===== config.mk =====
export PLATFORM = sky130hd
export DESIGN_NAME = fhp_lattice_gas_cell_update
export DESIGN_NICKNAME = d
export VERILOG_FILES = /design/src/rtl/fhp_pkg.sv /design/src/rtl/fhp_lane.sv /design/src/rtl/fhp_merge.sv /design/src/rtl/fhp_lattice_gas_cell_update.sv
export SDC_FILE = /design/constraint.sdc
export NUM_CORES = 1
export LEC_CHECK = 0
export BUFFER_PORTS_ARGS = -buffer_cell sky130_fd_sc_hd__buf_2
export CAP_MARGIN = 20
export CORE_ASPECT_RATIO = 1.4
export CORE_MARGIN = 2
export CORE_UTILIZATION = 63
export DETAILED_ROUTE_END_ITERATION = 16
export HOLD_SLACK_MARGIN = 0.05
export PLACE_DENSITY = 0.87
export SLEW_MARGIN = 15
export SYNTH_ARGS = -nofsm -noshare
export SYNTH_HDL_FRONTEND = slang
export SYNTH_SLANG_ARGS = --single-unit
export TNS_END_PERCENT = 1

===== constraint.sdc =====
create_clock -name i_clk -period 7.3 [get_ports i_clk]
set_input_delay 0 -clock i_clk [delete_from_list [all_inputs] [get_ports i_clk]]
set_output_delay 0 -clock i_clk [all_outputs]
set_load 0.005 [all_outputs]

===== src/rtl/fhp_pkg.sv =====
// ----------------------------------------------------------------------------
// fhp_pkg
// Shared types, constants and collision helpers for the lattice gas cell
// update.
// ----------------------------------------------------------------------------
package fhp_pkg;

    localparam int NUM_LANES  = 6;
    localparam int CHAN_W     = 6;
    localparam int LANE_IDX_W = 3;
    localparam int DENSITY_W  = 3;

    // Configuration port
    localparam int CFG_IDX_W  = 2;
    localparam int CFG_DATA_W = 11;
    localparam int CFG_ROWS_W = 10;
    localparam int CFG_COLS_W = 11;

    localparam logic [CFG_IDX_W-1:0] CFG_IDX_GRID_ROWS = 2'd0;
    localparam logic [CFG_IDX_W-1:0] CFG_IDX_GRID_COLS = 2'd1;

    localparam int ROWS_RESET = 500;
    localparam int COLS_RESET = 1000;
    localparam int GRID_MIN   = 3;

    // Field widths of the item
    localparam int CENTER_ROW_W = 9;
    localparam int CENTER_COL_W = 10;

    // Channel patterns
    localparam logic [CHAN_W-1:0] PAT_CH02  = 6'h05;
    localparam logic [CHAN_W-1:0] PAT_CH13  = 6'h0A;
    localparam logic [CHAN_W-1:0] PAT_CH45  = 6'h30;
    localparam logic [CHAN_W-1:0] PAT_CH124 = 6'h16;
    localparam logic [CHAN_W-1:0] PAT_CH035 = 6'h29;
    // channels 2, 3, 4 carry inflow / are dropped at outflow
    localparam logic [CHAN_W-1:0] MASK_FLOW = 6'h1C;

    typedef struct packed {
        logic [NUM_LANES*CHAN_W-1:0] neighbor_cells;
        logic [NUM_LANES-1:0]        neighbor_obstacles;
        logic [NUM_LANES-1:0]        neighbor_coins;
        logic [CHAN_W-1:0]           neighbor_inflow;
        logic [CENTER_ROW_W-1:0]     center_row;
        logic [CENTER_COL_W-1:0]     center_col;
    } t_in_item;

    typedef struct packed {
        logic [CHAN_W-1:0]    new_cell;
        logic [DENSITY_W-1:0] density;
    } t_out_item;

    typedef logic [NUM_LANES-1:0][CHAN_W-1:0] t_lane_states;

    // Row offset to the upstream cell, biased by +1 (0 means -1).
    function automatic logic [1:0] lane_row_ofs(input logic [LANE_IDX_W-1:0] lane);
        logic [1:0] ofs;
        case (lane)
            3'd0:    ofs = 2'd2;
            3'd1:    ofs = 2'd1;
            3'd2:    ofs = 2'd0;
            3'd3:    ofs = 2'd1;
            3'd4:    ofs = 2'd2;
            3'd5:    ofs = 2'd0;
            default: ofs = 2'd1;
        endcase
        return ofs;
    endfunction

    // Column offset to the upstream cell, biased by +1.
    function automatic logic [1:0] lane_col_ofs(input logic [LANE_IDX_W-1:0] lane);
        logic [1:0] ofs;
        case (lane)
            3'd0:    ofs = 2'd2;
            3'd1:    ofs = 2'd2;
            3'd2:    ofs = 2'd0;
            3'd3:    ofs = 2'd0;
            3'd4:    ofs = 2'd0;
            3'd5:    ofs = 2'd2;
            default: ofs = 2'd1;
        endcase
        return ofs;
    endfunction

    function automatic logic [CHAN_W-1:0] collide(
        input logic [CHAN_W-1:0] s,
        input logic              coin,
        input logic              obstacle
    );
        logic [CHAN_W-1:0] res;
        res = s;
        if (!obstacle) begin
            case (s)
                PAT_CH02:  res = coin ? PAT_CH13 : PAT_CH45;
                PAT_CH13:  res = coin ? PAT_CH02 : PAT_CH45;
                PAT_CH45:  res = coin ? PAT_CH13 : PAT_CH02;
                PAT_CH124: res = PAT_CH035;
                PAT_CH035: res = PAT_CH124;
                default:   res = s;
            endcase
        end
        return res;
    endfunction

endpackage


===== src/rtl/fhp_lane.sv =====
// ----------------------------------------------------------------------------
// fhp_lane
// One upstream cell: collision, column inflow/outflow, top/bottom bounce.
// ----------------------------------------------------------------------------
module fhp_lane
    import fhp_pkg::*;
#(
    parameter int ROW_W = 10,
    parameter int COL_W = 11
) (
    input  logic [LANE_IDX_W-1:0]   i_lane,
    input  logic [CHAN_W-1:0]       i_cell,
    input  logic                    i_obstacle,
    input  logic                    i_coin,
    input  logic [CHAN_W-1:0]       i_inflow,
    input  logic [CENTER_ROW_W-1:0] i_row,
    input  logic [CENTER_COL_W-1:0] i_col,
    input  logic [ROW_W-1:0]        i_rows,
    input  logic [COL_W-1:0]        i_cols,
    output logic [CHAN_W-1:0]       o_state
);

    // Upstream position biased by +1, so -1 becomes 0.
    logic [ROW_W-1:0]  w_rp;
    logic [COL_W-1:0]  w_cp;
    logic              w_in_grid;
    logic              w_band;
    logic [CHAN_W-1:0] w_s;

    assign w_rp = ROW_W'(i_row) + ROW_W'(lane_row_ofs(i_lane));
    assign w_cp = COL_W'(i_col) + COL_W'(lane_col_ofs(i_lane));

    assign w_in_grid = (w_rp != '0) && (w_rp <= i_rows)
                    && (w_cp != '0) && (w_cp <= i_cols);

    // rows 1 .. rows-3 in unbiased terms
    assign w_band = (w_rp >= ROW_W'(2)) && (w_rp <= (i_rows - ROW_W'(2)));

    always_comb begin
        w_s = collide(i_cell, i_coin, i_obstacle);
        if (w_band) begin
            if (w_cp == COL_W'(1)) begin
                w_s = i_inflow & MASK_FLOW;
            end else if (w_cp == i_cols) begin
                w_s = w_s & ~MASK_FLOW;
            end
        end
        // top row
        if (w_rp == ROW_W'(1)) begin
            if (w_s[0]) begin
                w_s[0] = 1'b0;
                w_s[2] = 1'b1;
            end
            if (w_s[4]) begin
                w_s[4] = 1'b0;
                w_s[5] = 1'b1;
            end
        end
        // bottom row
        if (w_rp == i_rows) begin
            if (w_s[5]) begin
                w_s[5] = 1'b0;
                w_s[4] = 1'b1;
            end
            if (w_s[2]) begin
                w_s[2] = 1'b0;
                w_s[0] = 1'b1;
            end
        end
        o_state = w_in_grid ? w_s : '0;
    end

endmodule


===== src/rtl/fhp_merge.sv =====
// ----------------------------------------------------------------------------
// fhp_merge
// Picks channel k from lane k, counts occupancy, holds the output register.
// ----------------------------------------------------------------------------
module fhp_merge
    import fhp_pkg::*;
(
    input  logic         i_clk,
    input  logic         i_rst_n,
    input  logic         i_advance,
    input  logic         i_load,
    input  logic         i_center_ok,
    input  t_lane_states i_lane_state,
    output logic         o_valid,
    output t_out_item    o_item
);

    logic      r_valid;
    t_out_item r_item;
    t_out_item n_item;

    always_comb begin
        n_item = '0;
        for (int k = 0; k < NUM_LANES; k++) begin
            n_item.new_cell[k] = i_lane_state[k][k] & i_center_ok;
        end
        for (int k = 0; k < NUM_LANES; k++) begin
            n_item.density = n_item.density + DENSITY_W'(n_item.new_cell[k]);
        end
    end

    always_ff @(posedge i_clk) begin
        if (!i_rst_n) begin
            r_valid <= 1'b0;
        end else if (i_advance) begin
            r_valid <= i_load;
        end
    end

    always_ff @(posedge i_clk) begin
        if (i_advance && i_load) begin
            r_item <= n_item;
        end
    end

    assign o_valid = r_valid;
    assign o_item  = r_item;

endmodule


===== src/rtl/fhp_lattice_gas_cell_update.sv =====
// One cell of the next generation of a six-channel (FHP) lattice gas per item.
// Each item carries the six upstream cells of the target cell; six lanes run
// collision, left-column inflow / right-column outflow and top/bottom bounce
// on their upstream cell in parallel, and a merge stage takes channel k from
// lane k and counts the occupied channels. Throughput is one item per clock
// while the result side does not stall; each item passes the input register,
// then the registered merge output. Upstream cells outside the grid contribute
// nothing, and a target cell outside the grid gives an empty result. grid_rows /
// grid_cols are clamped to 3..MAX_ROWS / 3..MAX_COLS when written; write them
// only while the block is empty. The config port is always ready.
// ----------------------------------------------------------------------------
// fhp_lattice_gas_cell_update
// Top level: handshakes, grid size registers, lanes and merge stage.
// ----------------------------------------------------------------------------
module fhp_lattice_gas_cell_update
    import fhp_pkg::*;
#(
    parameter int MAX_ROWS = 512,
    parameter int MAX_COLS = 1024
) (
    input  logic                  i_clk,
    input  logic                  i_rst_n,
    // item input channel
    input  logic                  i_valid,
    output logic                  o_stall,
    input  t_in_item              i_data,
    // result channel
    output logic                  o_valid,
    input  logic                  i_stall,
    output t_out_item             o_data,
    // configuration write channel
    input  logic                  i_cfg_valid,
    output logic                  o_cfg_ready,
    input  logic [CFG_IDX_W-1:0]  i_cfg_index,
    input  logic [CFG_DATA_W-1:0] i_cfg_data
);

    // Size registers must hold both the register range and the clamp bound.
    localparam int RowBoundW = $clog2(MAX_ROWS + 1);
    localparam int ColBoundW = $clog2(MAX_COLS + 1);
    localparam int RowW      = (RowBoundW > CFG_ROWS_W) ? RowBoundW : CFG_ROWS_W;
    localparam int ColW      = (ColBoundW > CFG_COLS_W) ? ColBoundW : CFG_COLS_W;
    localparam int RowsInit  = (ROWS_RESET > MAX_ROWS) ? MAX_ROWS : ROWS_RESET;
    localparam int ColsInit  = (COLS_RESET > MAX_COLS) ? MAX_COLS : COLS_RESET;

    // ------------------------------------------------------------------
    // Grid size registers, stored already clamped
    // ------------------------------------------------------------------
    logic [RowW-1:0] r_rows;
    logic [ColW-1:0] r_cols;
    logic [RowW-1:0] w_wr_rows;
    logic [ColW-1:0] w_wr_cols;
    logic            w_cfg_wr;

    assign o_cfg_ready = 1'b1;
    assign w_cfg_wr    = i_cfg_valid & o_cfg_ready;

    always_comb begin
        w_wr_rows = RowW'(i_cfg_data[CFG_ROWS_W-1:0]);
        if (w_wr_rows < RowW'(GRID_MIN)) begin
            w_wr_rows = RowW'(GRID_MIN);
        end else if (w_wr_rows > RowW'(MAX_ROWS)) begin
            w_wr_rows = RowW'(MAX_ROWS);
        end
        w_wr_cols = ColW'(i_cfg_data[CFG_COLS_W-1:0]);
        if (w_wr_cols < ColW'(GRID_MIN)) begin
            w_wr_cols = ColW'(GRID_MIN);
        end else if (w_wr_cols > ColW'(MAX_COLS)) begin
            w_wr_cols = ColW'(MAX_COLS);
        end
    end

    always_ff @(posedge i_clk) begin
        if (!i_rst_n) begin
            r_rows <= RowW'(RowsInit);
            r_cols <= ColW'(ColsInit);
        end else if (w_cfg_wr) begin
            if (i_cfg_index == CFG_IDX_GRID_ROWS) begin
                r_rows <= w_wr_rows;
            end else if (i_cfg_index == CFG_IDX_GRID_COLS) begin
                r_cols <= w_wr_cols;
            end
        end
    end

    // ------------------------------------------------------------------
    // Input register; the merge output register decouples the result side
    // ------------------------------------------------------------------
    logic     r_s1_valid;
    logic     n_s1_valid;
    t_in_item r_s1;
    logic     w_advance;
    logic     w_accept;

    // merge stage can take a new item when empty or being drained
    assign w_advance = !o_valid || !i_stall;
    assign o_stall   = r_s1_valid && !w_advance;
    assign w_accept  = i_valid && !o_stall;

    always_comb begin
        n_s1_valid = r_s1_valid;
        if (w_accept) begin
            n_s1_valid = 1'b1;
        end else if (w_advance) begin
            n_s1_valid = 1'b0;
        end
    end

    always_ff @(posedge i_clk) begin
        if (!i_rst_n) begin
            r_s1_valid <= 1'b0;
        end else begin
            r_s1_valid <= n_s1_valid;
        end
    end

    always_ff @(posedge i_clk) begin
        if (w_accept) begin
            r_s1 <= i_data;
        end
    end

    // ------------------------------------------------------------------
    // Lanes
    // ------------------------------------------------------------------
    t_lane_states w_lane_state;
    logic         w_center_ok;

    assign w_center_ok = (RowW'(r_s1.center_row) < r_rows)
                      && (ColW'(r_s1.center_col) < r_cols);

    for (genvar k = 0; k < NUM_LANES; k++) begin : g_lane
        fhp_lane #(
            .ROW_W (RowW),
            .COL_W (ColW)
        ) u_lane (
            .i_lane     (LANE_IDX_W'(k)),
            .i_cell     (r_s1.neighbor_cells[k*CHAN_W +: CHAN_W]),
            .i_obstacle (r_s1.neighbor_obstacles[k]),
            .i_coin     (r_s1.neighbor_coins[k]),
            .i_inflow   (r_s1.neighbor_inflow),
            .i_row      (r_s1.center_row),
            .i_col      (r_s1.center_col),
            .i_rows     (r_rows),
            .i_cols     (r_cols),
            .o_state    (w_lane_state[k])
        );
    end

    // ------------------------------------------------------------------
    // Merge and output register
    // ------------------------------------------------------------------
    fhp_merge u_merge (
        .i_clk        (i_clk),
        .i_rst_n      (i_rst_n),
        .i_advance    (w_advance),
        .i_load       (r_s1_valid),
        .i_center_ok  (w_center_ok),
        .i_lane_state (w_lane_state),
        .o_valid      (o_valid),
        .o_item       (o_data)
    );

`ifndef SYNTHESIS
    // density always matches the bits delivered
    a_density: assert property (@(posedge i_clk) disable iff (!i_rst_n)
        o_valid |-> (o_data.density == DENSITY_W'($countones(o_data.new_cell))))
        else $error("density does not match new_cell");

    // a held input item is not dropped while the merge stage is blocked
    a_s1_hold: assert property (@(posedge i_clk) disable iff (!i_rst_n)
        (r_s1_valid && !w_advance) |=> r_s1_valid)
        else $error("input register lost an item");

    // upstream stall only when the input register is occupied
    a_stall_src: assert property (@(posedge i_clk) disable iff (!i_rst_n)
        o_stall |-> (r_s1_valid && o_valid))
        else $error("stall without a pending item");

    // grid sizes stay within the clamp range
    a_size_range: assert property (@(posedge i_clk) disable iff (!i_rst_n)
        (r_rows >= RowW'(GRID_MIN)) && (r_rows <= RowW'(MAX_ROWS))
        && (r_cols >= ColW'(GRID_MIN)) && (r_cols <= ColW'(MAX_COLS)))
        else $error("grid size out of range");
`endif

endmodule

==> impl_results.md <==
- Final GP Congestion: 0.981
- Pwr per Cell Area: 170 nW/um^2
- CORE AREA: between 10000 and 15000 um^2
- Initial antenna violation count: 1
- Arr. time, crit path: about 6000 ps
- CP Class: register to register
- Placed cell areas: about 7900 um^2
- Multi-input gate area: slightly above 4000 um^2
- Outcome: complete, no violations
- Clock transition at path regs: roughly 80 ps
- Hold Path End: r_cols[9]$_SDFFE_PN1P_
- Worst R2R Path Depth: 17
- WP buf/inv: 2
- Sequential share of the synthesized area: 0.390
- Sequential power share: 0.467
- Delay-heaviest family, CP: adder cells
- CTS Buf Count: 9
- Die Area: ~12000 um^2
- Worst Hold Depth: 3
- DR vias: 7441
- Fin. Hold Viols: 0
- Area contributors post-synth: edfxtp_1 (33%), ha_1 (13%), dfxtp_1 (6.3%)
- Final instance area: 9010 um^2
- First-pass GRT wire length: 39900 um
- Layout Nets: 1098
- TritonCTS clock tree: yes
- Initial core utilization: 0.645
- Final TNS setup: 0 ps
- Clock Power Share: 0.312
- # fillers: ~650
- Hold path startpoint: i_cfg_data[9]
- Die height: 131 um
- Peak fanout along the critical path: 8
- Area Overhead vs Synth: 23.9%
- Slowest stage delay, CP: between 600 and 700 ps
- Worst Skew: 9.18 ps
- Final hold slack: ~95 ps
- Area leader, netlist: edfxtp_1
- Max clock buf depth: 2
- Ratio of cells with drive above 1 in the final layout: 0.141
- Post-synth ARST share: 0
- Worst flop-to-flop path startpoint: r_s1[1]$_DFFE_PP_
- IR drop worst, VDD: 0.169 mV
- R2R Setup Slk: 1360 ps
- Reg-to-Reg End: u_merge.o_item[1]$_DFFE_PP_
- Tot GR Track Use: 0.422
- EDFF count, synth: 79
- Synth Net Count: 922
- Critical path, cell by cell: ha_1, nand4_1, nor2_1, xor2_1, ha_1, and4_1, a2111oi_0, a31o_2, and3_1, o311ai_0, nor4_1, ha_1, inv_1, fa_1, inv_1, fa_1, fa_1
- Unique masters post-synth: 82
- Post-CTS Resized: 0
- Vias per cell: slightly below 7
- Yosys top cell area share: 0.326
- FF/Latch Area: 2830 um^2
- Clk sinks: 102
- Synthesized area: around 7300 um^2
- Port Buffers: 98
- Critical Path RT: 7390 ps
- Slew Limit Fails: 0
- Comb pwr share: 0.221
- Syn. warnings: 0
- Largest net degree at the start of global routing: 71
- Crit end category: register
- Vias in the first global route: 7461
- Hold Crit Class: primary input to register
- Ys flop type: edfxtp_1
- Unrepaired setup endpoints after global routing: no
- Max stage delay cell, worst path: nor4_1
- H-tree levels: 3
- Worst-Margin Slew: 985 ps
- Fin crit period: just under 6000 ps
- Total global routing overflow: 0
- Drt first pass iters: 6
- #FFs+latches synth: a little over 100
- Sw Ratio: 0.310
- Post-route ant nets: 0
- Crit path launch type: register
- P_int: 0.00106 W
- Max Cap Viol: 0
- Leak pwr: 3.82 nW
- Die width: 94.8 um
- Max frequency: ~170 MHz
- Initial drt markers: 989
- Number of remaining DRC errors: 0
- I/O pins: 103
- Sw power: about 0.00047 W
- Wirelength per Cell: 23.8 um
- Final worst path period share: 0.814
- Slew HR: 0.327
- Root Buffer: clkbuf_16
- Row cnt: 46
- Post-DP HPWL: 15500 um
- Mapped Cells: 753
- Final setup vio count: 0
- Insertion delay to the later sink of the worst-skew pair: 360 ps
- Syn Area/Cell: 9.66 um^2
- Final WL: 25600 um
## worst register-to-register path: cells and delay by family (launching register included)
kind | cells | cell delay (ps)
adder cells (fa/ha/maj) | 6 | 2370
AND/OR/NAND/NOR | 5 | 1550
AO/OA/AOI/OAI | 3 | 900
flip-flops | 1 | 530
XOR/XNOR | 1 | 210
buffers and inverters | 2 | 150
## flip-flops by register name, indices dropped and copies added, names as in the netlist
| signal | count |
|---|---|
| r_s1_valid | 1 |
| r_s1 | 70 |
| u_merge.o_valid | 1 |
| r_rows | 10 |
| r_cols | 11 |
| u_merge.o_item | 9 |
## through the flow
| step | cells | worst slack [ps] | utilization | total power (W) |
|---|---|---|---|---|
| 2_1_floorplan | 753 | 2370 | - | 0.000890 |
| 3_3_place_gp | 977 | 1820 | 0.698 | 0.000972 |
| 3_5_place_dp | 977 | 1660 | 0.698 | 0.000995 |
| 4_1_cts | 1078 | 1610 | 0.798 | 0.00149 |
| 5_1_grt | 1079 | 1120 | 0.799 | 0.00157 |
| 6_report | 1079 | 1360 | 0.799 | 0.00153 |
## cell families (layout without fill, tap and decap cells)
| group | count (synthesis) | count (layout) | synth area share |
|---|---|---|---|
| DFF | 102 | 102 | 0.390 |
| xor gates and xnor gates | 27 | 27 | 0.0344 |
| buffers and inverters | 74 | 255 | 0.0406 |
| adders and majority gates | 80 | 80 | 0.140 |
| AOI/OAI and AO/OA | 171 | 171 | 0.162 |
| other | 1 | 2 | 0.000516 |
| and+or+nand+nor | 291 | 291 | 0.223 |
| muxes | 7 | 7 | 0.00981 |
## power by group through the flow
stage               clock network [W]  logic [W]  registers (W)
floorplan                           0   0.000186       0.000705
detailed placement                  0   0.000273       0.000722
global placement                    0   0.000254       0.000718
CTS                          0.000463   0.000314       0.000710
finish                       0.000478   0.000338       0.000716
global route                 0.000491   0.000363       0.000718
## cells in the mapped netlist (5+ instances only)
master / instances
a21oi_1: 33
and2_1: 8
or3_1: 9
nand2_1: 56
xor2_1: 10
a21o_1: 10
nor4_1: 10
nand2b_1: 5
a31oi_1: 9
o21ai_0: 34
nand3b_1: 6
inv_1: 53
nand3_1: 36
dfxtp_1: 23
a211oi_1: 5
edfxtp_1: 79
o22ai_1: 5
and3_1: 11
and4_1: 5
o21a_1: 9
clkbuf_1: 14
nor2b_1: 23
nor3_1: 17
nand4_1: 17
nor2_1: 51
buf_2: 5
nor3b_1: 8
xnor2_1: 16
a221oi_1: 5
mux2i_1: 6
ha_1: 75
o211ai_1: 7
## per-layer routing
layer  global-route usage  wire length, um  part of all wire
met1                0.455             8240              0.32
met2                0.716            12800              0.50
met3               0.0917             2340             0.091
met4                0.289             2250             0.088
met5                    0                0                 0
## how the worst max path moves through the flow
| stage | startpoint | to | slack (ps) | cells after the start |
|---|---|---|---|---|
| finish | r_s1[1]$_DFFE_PP_ | u_merge.o_item[1]$_DFFE_PP_ | 1360 | 17 |
| global route | r_s1[16]$_DFFE_PP_ | u_merge.o_item[1]$_DFFE_PP_ | 1120 | 17 |
| CTS | r_s1[12]$_DFFE_PP_ | u_merge.o_item[1]$_DFFE_PP_ | 1610 | 17 |
| detailed placement | r_s1[12]$_DFFE_PP_ | u_merge.o_item[1]$_DFFE_PP_ | 1660 | 17 |
| global placement | r_s1[12]$_DFFE_PP_ | u_merge.o_item[1]$_DFFE_PP_ | 1820 | 17 |
| floorplan | r_s1[11]$_DFFE_PP_ | u_merge.o_item[1]$_DFFE_PP_ | 2370 | 18 |
## layout by cell type (no fill, tap or decap), types with 16 or more instances in the layout
cell type / instances
buf_2: 98
dlygate4sd3_1: 85
edfxtp_1: 79
ha_1: 75
nand2_1: 56
inv_1: 53
nor2_1: 51
nand3_1: 36
o21ai_0: 34
a21oi_1: 33
dfxtp_1: 23
nor2b_1: 22
nand4_1: 17
nor3_1: 17
xnor2_1: 16
## cell type report
class	instances	share of cell area
flip-flops and latches	102	0.314
multi-input cells	577	0.461
clock inverters	7	0.00625
diodes	1	0.000278
well taps	144	0.0200
inverters	53	0.0221
repair buffers	186	0.151
clock buffers	9	0.0250
## timing repair
action                                 4_1_cts  5_1_grt
endpoints found under the hold margin       88        0
hold buffers                                85        0
setup endpoints to repair                    0        0
buffers inserted                             0        0
Power figures use the tool's default switching activity.
